[src/rtl/wwt_pkg.sv]
// ----------------------------------------------------------------------------
// I/O wait wakeup table: shared package
// Types, field widths and codes used by the table memory, the scan unit and
// the controller.
// ----------------------------------------------------------------------------
package wwt_pkg;

    // Default number of table slots.
    localparam int TABLE_DEPTH_DEF = 256;

    // Field widths.
    localparam int HANDLE_W = 16;
    localparam int WAITER_W = 16;
    localparam int LIMIT_W  = 9;
    localparam int MASK_W   = 2;

    // Limit register value after reset.
    localparam logic [LIMIT_W-1:0] LIMIT_RESET = 9'd256;

    // Item opcodes.
    localparam logic OP_PARK  = 1'b0;
    localparam logic OP_EVENT = 1'b1;

    // Result status codes.
    localparam logic STATUS_OK   = 1'b0;
    localparam logic STATUS_FULL = 1'b1;

    // Direction mask bits.
    localparam int DIR_READ_BIT  = 0;
    localparam int DIR_WRITE_BIT = 1;

    // One slot of the table as held in memory.
    typedef struct packed {
        logic                valid;
        logic                is_read;
        logic [HANDLE_W-1:0] handle;
        logic [WAITER_W-1:0] waiter;
    } entry_t;

    // Summary handed from the scan unit to the controller.
    typedef struct packed {
        logic done;
        logic rd_hit;
        logic wr_hit;
        logic free_found;
    } scan_status_t;

endpackage

[src/rtl/wwt_scan.sv]
// ----------------------------------------------------------------------------
// I/O wait wakeup table: scan unit
// Sweeps every slot of the memory once per item, comparing each slot with
// the handle of the current item. It records the read and write slots for
// that handle and the first free slot.
// ----------------------------------------------------------------------------
module wwt_scan #(
    parameter int DEPTH = wwt_pkg::TABLE_DEPTH_DEF,
    parameter int IDX_W = $clog2(DEPTH)
) (
    input  logic                      clk,
    input  logic                      rst_n,
    input  logic                      start,
    input  logic [wwt_pkg::HANDLE_W-1:0] key_handle,
    output logic                      rd_en,
    output logic [IDX_W-1:0]          rd_addr,
    input  wwt_pkg::entry_t           rd_data,
    output wwt_pkg::scan_status_t     status,
    output logic [IDX_W-1:0]          rd_idx,
    output logic [IDX_W-1:0]          wr_idx,
    output logic [IDX_W-1:0]          free_idx,
    output logic [wwt_pkg::WAITER_W-1:0] rd_waiter,
    output logic [wwt_pkg::WAITER_W-1:0] wr_waiter
);
    import wwt_pkg::*;

    localparam logic [IDX_W-1:0] LAST_IDX = IDX_W'(DEPTH - 1);

    logic                active_reg;
    logic [IDX_W-1:0]    addr_reg;
    logic                pv_reg;
    logic [IDX_W-1:0]    pidx_reg;
    logic                done_reg;
    logic                rd_hit_reg;
    logic                wr_hit_reg;
    logic                free_found_reg;
    logic [IDX_W-1:0]    rd_idx_reg;
    logic [IDX_W-1:0]    wr_idx_reg;
    logic [IDX_W-1:0]    free_idx_reg;
    logic [WAITER_W-1:0] rd_waiter_reg;
    logic [WAITER_W-1:0] wr_waiter_reg;
    logic                key_match;

    assign rd_en   = active_reg;
    assign rd_addr = addr_reg;

    // Read address sequencer: one slot per cycle, first to last.
    always_ff @(posedge clk or negedge rst_n)
    begin
        if (!rst_n)
        begin
            active_reg <= 1'b0;
            addr_reg   <= '0;
            pv_reg     <= 1'b0;
            pidx_reg   <= '0;
            done_reg   <= 1'b0;
        end
        else
        begin
            pv_reg   <= active_reg;
            pidx_reg <= addr_reg;
            done_reg <= pv_reg && (pidx_reg == LAST_IDX);
            if (start)
            begin
                active_reg <= 1'b1;
                addr_reg   <= '0;
            end
            else if (active_reg)
            begin
                if (addr_reg == LAST_IDX)
                begin
                    active_reg <= 1'b0;
                end
                addr_reg <= addr_reg + 1'b1;
            end
        end
    end

    assign key_match = rd_data.valid && (rd_data.handle == key_handle);

    // Compare stage: collect matches as the read data returns.
    always_ff @(posedge clk or negedge rst_n)
    begin
        if (!rst_n)
        begin
            rd_hit_reg     <= 1'b0;
            wr_hit_reg     <= 1'b0;
            free_found_reg <= 1'b0;
        end
        else if (start)
        begin
            rd_hit_reg     <= 1'b0;
            wr_hit_reg     <= 1'b0;
            free_found_reg <= 1'b0;
        end
        else if (pv_reg)
        begin
            if (key_match && rd_data.is_read)
            begin
                rd_hit_reg <= 1'b1;
            end
            if (key_match && !rd_data.is_read)
            begin
                wr_hit_reg <= 1'b1;
            end
            if (!rd_data.valid)
            begin
                free_found_reg <= 1'b1;
            end
        end
    end

    // Slot indexes and waiter ids of the matches.
    always_ff @(posedge clk)
    begin
        if (pv_reg && !start)
        begin
            if (key_match && rd_data.is_read)
            begin
                rd_idx_reg    <= pidx_reg;
                rd_waiter_reg <= rd_data.waiter;
            end
            if (key_match && !rd_data.is_read)
            begin
                wr_idx_reg    <= pidx_reg;
                wr_waiter_reg <= rd_data.waiter;
            end
            if (!rd_data.valid && !free_found_reg)
            begin
                free_idx_reg <= pidx_reg;
            end
        end
    end

    assign status.done       = done_reg;
    assign status.rd_hit     = rd_hit_reg;
    assign status.wr_hit     = wr_hit_reg;
    assign status.free_found = free_found_reg;
    assign rd_idx            = rd_idx_reg;
    assign wr_idx            = wr_idx_reg;
    assign free_idx          = free_idx_reg;
    assign rd_waiter         = rd_waiter_reg;
    assign wr_waiter         = wr_waiter_reg;

endmodule

[config.mk]
export PLATFORM = sky130hd
export DESIGN_NAME = wwt_scan
export DESIGN_NICKNAME = d
export VERILOG_FILES = /design/src/rtl/wwt_pkg.sv /design/src/rtl/wwt_scan.sv
export SDC_FILE = /design/constraint.sdc
export NUM_CORES = 1
export LEC_CHECK = 0
export BUFFER_PORTS_ARGS = -buffer_cell sky130_fd_sc_hd__buf_4
export CAP_MARGIN = 20
export CORE_UTILIZATION = 42
export DETAILED_ROUTE_END_ITERATION = 7
export HOLD_SLACK_MARGIN = 0.15
export PLACE_DENSITY_LB_ADDON = 0.05
export SETUP_SLACK_MARGIN = 0.5
export SYNTH_ARGS = -nofsm -noshare
export SYNTH_HDL_FRONTEND = slang
export SYNTH_SLANG_ARGS = --single-unit
[constraint.sdc]
create_clock -name clk -period 2.4 [get_ports clk]
set_input_delay 0.48 -clock clk [delete_from_list [all_inputs] [get_ports clk]]
set_output_delay 0.48 -clock clk [all_outputs]
set_load 0.005 [all_outputs]
==> results of run 1 <==
## worst reg2reg max path: stages, from the launching register on
cell,delay [ns]
dfrtp_1,0.39
nor4b_1,0.34
nand4_1,0.13
buf_4,0.18
nor2_4,0.10
buf_12,0.19
## power groups by stage
stage	combinational (W)	sequential [W]	clock (W)
after floorplan	0.0000386	0.00150	0
after global placement	0.000141	0.00150	0
after detailed placement	0.000144	0.00150	0
after CTS	0.000145	0.00147	0.000971
after global routing	0.000158	0.00147	0.00103
final	0.000142	0.00147	0.000948
## worst min-delay path by stage
stage	slack, ns	start	endpoint	cells after the start
after floorplan	0.18	rst_n	done_reg$_DFF_PN0_	0
after global placement	0.38	rst_n	rd_addr[2]$_DFFE_PN0P_	1
after detailed placement	0.38	rst_n	rd_addr[5]$_DFFE_PN0P_	1
after CTS	0.31	rd_data[8]	rd_waiter[8]$_DFFE_PP_	1
after global routing	0.30	rd_data[8]	rd_waiter[8]$_DFFE_PP_	1
final	0.33	rd_data[8]	rd_waiter[8]$_DFFE_PP_	1
## repair_timing
item                                    in CTS  in global routing
endpoints found under the hold margin       22                  0
hold buffers                                 1                  0
endpoints found under the setup margin       0                  5
setup buffers                                0                  2
## kinds of logic after synthesis
logic type      after synthesis  synth area share
fa+ha+maj                     1           0.00463
flops                        78             0.826
xor+xnor                     23            0.0745
buf+inv                       9            0.0185
compound gates                4           0.00925
simple gates                 34            0.0639
mux                           1           0.00370
## per-layer routing
metal	GRT usage	vias up
met5	0	-
met4	0.0895	0
met3	0.0527	10
met2	0.254	86
met1	0.184	781
li1	-	804
## cell type report
class                           instances  area [sq um]  area share
Timing Repair Buffer                  127           981       0.247
Inverter                                3          11.3     0.00284
Multi-Input combinational cell         63           443       0.112
Clock inverter                          4          26.3     0.00663
Tap cell                               75          93.8      0.0237
Sequential cell                        78          2230       0.563
Clock buffer                           12           178      0.0448
## layout by cell type, fill, tap and decap left out
cell type        n
a21o_1           1
a21oi_1          1
and3_1           3
buf_12           2
buf_4          124
clkbuf_1         1
clkbuf_16        2
clkbuf_8         9
clkinv_2         2
clkinvlp_4       1
dfrtp_1         22
dlygate4sd3_1    1
edfxtp_1        56
ha_1             1
inv_1            3
inv_6            1
mux2i_1          1
nand2_1          5
nand2b_1         1
nand3_1          2
nand4_1          5
nor2_1           9
nor2_4           2
nor3_1           2
nor4_1           3
nor4b_1          1
nor4b_2          1
o22ai_1          2
xnor2_1          1
xor2_1          22
## per-stage QoR
| stage | cell area, sq um | setup WS (ns) | hold WS [ns] | cells | power (W) |
|---|---|---|---|---|---|
| 6_report | 3970 | 0.756 | 0.325 | 362 | 0.00256 |
| 4_1_cts | 3950 | 0.582 | 0.308 | 360 | 0.00259 |
| 2_1_floorplan | 2720 | 0.399 | 0.184 | 150 | 0.00154 |
| 3_5_place_dp | 3740 | 0.219 | 0.379 | 343 | 0.00164 |
| 3_3_place_gp | 3740 | 0.267 | 0.380 | 343 | 0.00164 |
| 5_1_grt | 3970 | 0.679 | 0.297 | 362 | 0.00267 |
==> flow_summary.toml, run 1 <==
[job]
cap_violations = 0

[worst_setup_path]
worst-path-buf-inv = 3
worstPathRequired_ns = 2.44
cp_top_family = "simple AND/OR/NAND/NOR gates"
r2r-end = "rd_waiter[0]$_DFFE_PP_"
crit_cells = 7
reg2reg_depth = 5
crit_arrival_ns = 1.68
startpoint_type = "primary input"
r2r_slack_ns = 0.78
cp_slowest_stage_delay_ns = 0.33
crit_fanout = 24
worst_path_most_repeated_cell = "buf_4"
setup.worst_path.start = "key_handle[0]"
crit_chain = "buf_4 > xor2_1 > nor4b_1 > nand4_1 > buf_4 > nor2_4 > buf_12"
crit_end = "rd_waiter[0]$_DFFE_PP_"
crit_path_end_kind = "register"
worstReg2RegStart = "pv_reg$_DFF_PN0_"
worstSetupPathType = "in -> reg"
cp_slowest_cell = "nor4b_1"

[detailed_routing]
wl_per_cell_microns = 14.0
wl_met1_mm = 2.02
vias = 1681
drtPass1Iterations = 4
route.met3.wl_microns = 505
first_iter_violations = 91
met2_length_mm = 2.45
totalWireLength_mm = 5.05
viasPerCell = 4.64
drtAntennaViolNets = 0
top_layer = "met4"
drc = 0

[status]
outcome = "finished clean"

[power]
intPower_w = 0.00205
clock_power_share = 0.370
pwr-share-seq = 0.574
irDropWorstVdd_mv = 0.410
sw_frac_of_total = 0.200
p_leak_nw = 1.70
pwr-share-comb = 0.055
net-switching-power_w = 0.000513
power_density_mw_per_mm2 = 646

[grt]
grt_pass1_wl_mm = 7.51
grt_pass1_vias = 1605
grtUsageTotal = 0.157
gr-total-overflow = 0
grt_antenna_before_repair = 0
grt_max_degree = 25

[die]
coreArea_sq_mm = 0.00606
rows = 28
fp.dieW_microns = 82.2
die_area_sq_mm = 0.00676
ioPinCount = 122
initial_utilization = 0.446
fp.dieH_microns = 82.2

[finish]
layout-drive-gt1-share = 0.502
num-fill-cells = 486
finalNetCount = 336
final_util = 0.654
area_growth_pct = 46.6
antenna_cells = 0

[logic_synthesis]
synth_cell_types = 22
synth_commonest_cells = "56 x edfxtp_1, 22 x dfrtp_1, 22 x xor2_1, 11 x nor2_1"
mappedNetlistArea_sq_mm = 0.00270
yosys.area.top_type_share = 0.622
ys_ff_latch = 78
syn_area_per_cell_sq_um = 18.0
yosysMostFrequentCell = "edfxtp_1"
synth.area.top_cells = "edfxtp_1 62%, dfrtp_1 20%, xor2_1 7.1%, nor2_1 1.5%, nand4_1 1.2%"
synth_ff_type = "edfxtp_1"
synth-edff-count = 56
synth-async-reset-ratio = 0.282
ys_seq_area_frac = 0.826
yosysTopAreaCell = "edfxtp_1"
synth_nets = 204
synth_warnings = 0
syn-instance-count = 150

[timing]
finalSetupViolCount = 0
fin_crit_sh = 0.685
slew_viol_final = 0
tns_ns = 0
tightest_slew_ns = 0.390
fin_skew_ns = 0.00863
relSlewSlack = 0.738
rsz0062_at_grt = "no"
period_minus_slack_ns = 1.64
hold_viol = 0
fmax_mhz = 608

[clock_tree]
cts_buffer_depth = 2
cts_resized = 0
clk_latency_ns = 0.33
htree_levels = 3
root_buffer = "clkbuf_8"
cts_tree = "built"
clkTransAtPathRegs_ns = 0.08
cts_buffers = 9
cts_sinks = 78

[placement]
io_buffers = 121
hpwl_mm = 3.78
place_congestion = 0.740

[hold_path]
hold_class = "in -> reg"
(Power assumes the default switching activity.)
==> inputs of run 2 (changes only) <==
clock period = 1.45 ns   (was 2.4 ns; I/O delays follow)
==> run 2 against run 1 <==
Net effect: the run now ends with setup timing left; largest power group unchanged; count of clock-buffer cells in the layout fell by 2; combinational power rose by 140%; design area up 18%; total power increased by 67%; via count grew 12%; utilization grew 12 points.
==> flow_summary.toml, run 2 (synthesis gave the netlist of run 1 again) <==
[clock_tree]
clk_latency_ns = 0.32
clkTransAtPathRegs_ns = 0.07
root_buffer = "clkbuf_8"
cts_sinks = 78
cts_tree = "built"
htree_levels = 3
cts_buffers = 9
cts_buffer_depth = 2

[timing]
slew_viol_final = 0
fin_ws_ns = -0.00730
tightest_slew_ns = 0.285
period_minus_slack_ns = 1.46
rsz0062_at_grt = "yes"
fin_skew_ns = 0.00445
hold_viol = 0
timing.hold.ws_ns = 0.163
fin_crit_sh = 1.01
fmax_mhz = 686
relSlewSlack = 0.810
tns_ns = -0.0539
finalSetupViolCount = 20

[placement]
io_buffers = 121
placed_cell_area_sq_mm = 0.00383
hpwl_mm = 3.74
place_congestion = 0.752

[power]
power_density_mw_per_mm2 = 917
sw_frac_of_total = 0.202
pwr-share-seq = 0.570
pwr-share-comb = 0.081
irDropWorstVdd_mv = 0.514
intPower_w = 0.00342
net-switching-power_w = 0.000864
p_leak_nw = 1.99
clock_power_share = 0.349

[worst_setup_path]
startpoint_type = "register"
r2r_slack_ns = -0.007
crit_arrival_ns = 1.49
worstSetupPathType = "reg -> reg"
crit_fanout = 24
crit_path_end_kind = "register"
worstPathRequired_ns = 1.48

[die]
ioPinCount = 122
coreArea_sq_mm = 0.00606
fp.dieH_microns = 82.2
initial_utilization = 0.446
rows = 28
fp.dieW_microns = 82.2
die_area_sq_mm = 0.00676

[status]
outcome = "finished with violations"
violations = "setup timing"

[finish]
layout_common_cells = "78 x buf_6, 72 x buf_4, 56 x edfxtp_1"
stdcell_area_sq_mm = 0.00467
seq_area_sq_mm = 0.00224
layout_commonest_cell = "buf_6"
layout-drive-gt1-share = 0.560
antenna_cells = 0
area_growth_pct = 72.6
finalNetCount = 377
multiInputGateArea_sq_um = 526
num-fill-cells = 374
final_util = 0.770

[detailed_routing]
drtPass1Iterations = 4
wl_per_cell_microns = 14.7
first_iter_violations = 48
drtAntennaViolNets = 0
vias = 1881
totalWireLength_mm = 5.92
drc = 0
viasPerCell = 4.68

[grt]
gr-total-overflow = 0
grt_antenna_before_repair = 0
grtUsageTotal = 0.174
grt_max_degree = 25
grt_pass1_vias = 1764
grt_pass1_wl_mm = 8.44

[hold_path]
hold_class = "in -> reg"

[job]
cap_violations = 0
run 2: worst max-delay path, cell delays in order (launching register included):
cell	delay, ns
dfrtp_1	0.35
nor4b_4	0.20
nand4_1	0.15
buf_6	0.17
nor2_4	0.10
buf_12	0.19
run 2: per-layer routing:
metal,GRT usage,share of wire,vias up,wire length (microns)
li1,-,-,888,-
met1,0.214,0.40,899,2380
met2,0.296,0.51,84,3000
met3,0.0495,0.076,10,452
met4,0.0579,0.015,0,86
met5,0,0,-,0
run 2: final timing paths:
| path | depth (start not counted) | to | startpoint |
|---|---|---|---|
| worst max-delay path | 5 | rd_waiter[0]$_DFFE_PP_ | pv_reg$_DFF_PN0_ |
| worst min-delay path | 1 | wr_waiter[14]$_DFFE_PP_ | rd_data[14] |
| worst max register to register | 5 | rd_waiter[0]$_DFFE_PP_ | pv_reg$_DFF_PN0_ |
| worst min register to register | 0 | pidx_reg[2]$_DFF_PN0_ | rd_addr[2]$_DFFE_PN0P_ |
| max in group asynchronous | 2 | free_found_reg$_DFFE_PN0P_ | rst_n |
| min in group asynchronous | 2 | rd_addr[4]$_DFFE_PN0P_ | rst_n |
run 2: per-stage QoR:
| step | setup slack [ns] | total power [W] | cells |
|---|---|---|---|
| finish | -0.00730 | 0.00428 | 402 |
| detailed placement | -0.360 | 0.00274 | 351 |
| CTS | -0.0186 | 0.00429 | 392 |
| global route | -0.0881 | 0.00444 | 402 |
| global placement | -0.364 | 0.00274 | 351 |
| floorplan | -0.358 | 0.00255 | 150 |
run 2: final cells by class:
class	count	area share
Inverter	3	0.00241
Tap cell	75	0.0201
Multi-Input combinational cell	63	0.113
Clock inverter	5	0.0110
Sequential cell	78	0.479
Clock buffer	10	0.0274
Timing Repair Buffer	168	0.347
run 2: repair_timing:
item                                    CTS  global route
pin swaps                                10            11
buffers inserted                         11             9
endpoints found under the setup margin  135           136
hold buffers                             15             1
endpoints found under the hold margin    50             2
gates resized for setup                  62            28
cloned                                    0             0
run 2: power by group through the flow:
| stage | Sequential [W] | Clock [W] | Combinational, W |
|---|---|---|---|
| 5_1_grt | 0.00244 | 0.00162 | 0.000376 |
| 3_3_place_gp | 0.00249 | 0 | 0.000251 |
| 2_1_floorplan | 0.00248 | 0 | 0.0000696 |
| 6_report | 0.00244 | 0.00149 | 0.000346 |
| 3_5_place_dp | 0.00249 | 0 | 0.000255 |
| 4_1_cts | 0.00244 | 0.00151 | 0.000337 |
==> inputs of run 3 (changes only) <==
CELL_PAD_IN_SITES_DETAIL_PLACEMENT = 1   (was not set)
CELL_PAD_IN_SITES_GLOBAL_PLACEMENT = 1   (was not set)
CORE_UTILIZATION = 33   (was 42)
MAX_ROUTING_LAYER = met4   (was not set)
==> run 3 against run 2 <==
Net effect: the run still ends with setup timing left; sequential share of layout area down 1.2 points; clock skew grew 0.0034 ns; critical endpoint is now wr_waiter[6]$_DFFE_PP_; global-route usage shrank 0.99 points; die area grew 27%.
==> flow_summary.toml, run 3 (synthesis gave the netlist of run 1 again) <==
[status]
outcome = "finished with violations"
violations = "setup timing"

[placement]
io_buffers = 121
place_congestion = 0.760
place_ws_ns = -0.405
hpwl_mm = 4.36

[finish]
layout-drive-gt1-share = 0.574
area_growth_pct = 76.9
finalNetCount = 382
layout_commonest_cell = "buf_6"
antenna_cells = 0
layout_common_cells = "80 x buf_6, 74 x buf_4, 56 x edfxtp_1"

[worst_setup_path]
startpoint_type = "register"
crit_chain = "nor4b_4 > nand4_1 > buf_6 > nor2_4 > buf_12"
crit_arrival_ns = 1.51
crit_path_end_kind = "register"
worst-path-buf-inv = 2
cp_slowest_cell = "dfrtp_1"
r2r-end = "wr_waiter[6]$_DFFE_PP_"
cp_top_family = "simple AND/OR/NAND/NOR gates"
worstPathRequired_ns = 1.49
reg2reg_depth = 5
worstSetupPathType = "reg -> reg"
cp_slowest_stage_delay_ns = 0.36
r2r_slack_ns = -0.02
worstReg2RegStart = "pv_reg$_DFF_PN0_"
crit_fanout = 24

[grt]
grt_max_degree = 25
grt_antenna_before_repair = 0
met1_usage = 0.192
gr-total-overflow = 0
grtUsageMet2 = 0.281
grt_pass1_vias = 2023
gr-usage-met3 = 0.0402
grtUsageTotal = 0.164
grt_pass1_wl_mm = 10.3
grt_most_used_layer = "met2"

[die]
fp.dieW_microns = 92.5
initial_utilization = 0.346
ioPinCount = 122
coreArea_sq_mm = 0.00781
rows = 32
die_area_sq_mm = 0.00856
fp.dieH_microns = 92.5

[detailed_routing]
wl_per_cell_microns = 15.4
drc = 0
totalWireLength_mm = 6.72
viasPerCell = 4.37
drtPass1Iterations = 4
vias = 1903
first_iter_violations = 55
drtAntennaViolNets = 0

[timing]
timing.hold.ws_ns = 0.368
fin_ws_ns = -0.0209
slew_viol_final = 0
finalSetupViolCount = 28
tightest_slew_ns = 0.298
period_minus_slack_ns = 1.47
fin_skew_ns = 0.00785
relSlewSlack = 0.801
rsz0062_at_grt = "yes"
hold_viol = 0
fin_crit_sh = 1.01
fmax_mhz = 680

[clock_tree]
cts_buffers = 9
cts_tree = "built"
clkTransAtPathRegs_ns = 0.08
root_buffer = "clkbuf_8"
clk_latency_ns = 0.34
cts_sinks = 78
cts_buffer_depth = 2
htree_levels = 3

[hold_path]
hold_class = "in -> async"

[power]
sw_frac_of_total = 0.215
power_density_mw_per_mm2 = 923
irDropWorstVdd_mv = 0.573
pwr-share-seq = 0.552
p_leak_nw = 2.02
clock_power_share = 0.363
net-switching-power_w = 0.000951
intPower_w = 0.00346
pwr-share-comb = 0.085

[job]
cap_violations = 0
==> run 3: cell count changes in the layout (fill, tap and decap cells not counted), sizes merged <==
| cell | delta |
|---|---|
| buf | +4 |
| dlygate4sd3 | +1 |
| clkinv | +1 |
| inv | +1 |
| clkinvlp | -1 |
==> run 3: timing repair <==
| item | 4_1_cts | 5_1_grt |
|---|---|---|
| endpoints found under the setup margin | 135 | 136 |
| setup buffers | 15 | 4 |
| hold buffers | 17 | 0 |
| pin swaps | 10 | 5 |
| gates resized for setup | 68 | 26 |
| endpoints found under the hold margin | 54 | 0 |
==> run 3: worst max path at each step <==
| stage | startpoint | slack [ns] | cells after the start | endpoint |
|---|---|---|---|---|
| after floorplan | key_handle[14] | -0.36 | 4 | rd_idx[0]$_DFFE_PP_ |
| after global placement | key_handle[0] | -0.41 | 7 | wr_waiter[2]$_DFFE_PP_ |
| after detailed placement | key_handle[14] | -0.41 | 7 | wr_waiter[2]$_DFFE_PP_ |
| after CTS | pv_reg$_DFF_PN0_ | -0.02 | 5 | wr_waiter[1]$_DFFE_PP_ |
| after global routing | pv_reg$_DFF_PN0_ | -0.09 | 5 | wr_waiter[6]$_DFFE_PP_ |
| final | pv_reg$_DFF_PN0_ | -0.02 | 5 | wr_waiter[6]$_DFFE_PP_ |
==> run 3: stage by stage <==
| stage | instance area [sq um] | TNS, ns | util | cells | power (W) |
|---|---|---|---|---|---|
| after global routing | 4780 | -3.68 | 0.613 | 435 | 0.00457 |
| after CTS | 4650 | -0.235 | 0.596 | 431 | 0.00444 |
| after floorplan | 2770 | -17.19 | - | 150 | 0.00255 |
| after detailed placement | 3900 | -19.25 | 0.500 | 383 | 0.00275 |
| after global placement | 3900 | -19.60 | 0.500 | 383 | 0.00275 |
| final | 4780 | -0.286 | 0.613 | 435 | 0.00441 |
==> run 3: worst reg2reg max path: cells and delay by family, from the launching register on <==
| kind | cells | cell delay, ns |
|---|---|---|
| buffers and inverters | 2 | 0.35 |
| DFF | 1 | 0.36 |
| and+or+nand+nor | 3 | 0.46 |
==> run 3: per-layer routing <==
layer,wire [microns],vias to the layer above
li1,-,897
met1,2800,924
met2,3470,72
met3,380,10
met4,67,0
met5,0,-
==> run 3: layout make-up <==
type                            instances  area (sq um)
Fill cell                             762          3020
Clock inverter                          6          70.1
Multi-Input combinational cell         63           544
Inverter                                3          11.3
Clock buffer                           10           128
Tap cell                              102           128
Sequential cell                        78          2240
Timing Repair Buffer                  173          1670
==> run 3: power by group through the flow <==
stage	combinational [W]	sequential, W	clock, W
after floorplan	0.0000696	0.00248	0
after global placement	0.000260	0.00249	0
after CTS	0.000364	0.00244	0.00164
after global routing	0.000408	0.00244	0.00172
final	0.000375	0.00244	0.00160
after detailed placement	0.000267	0.00249	0
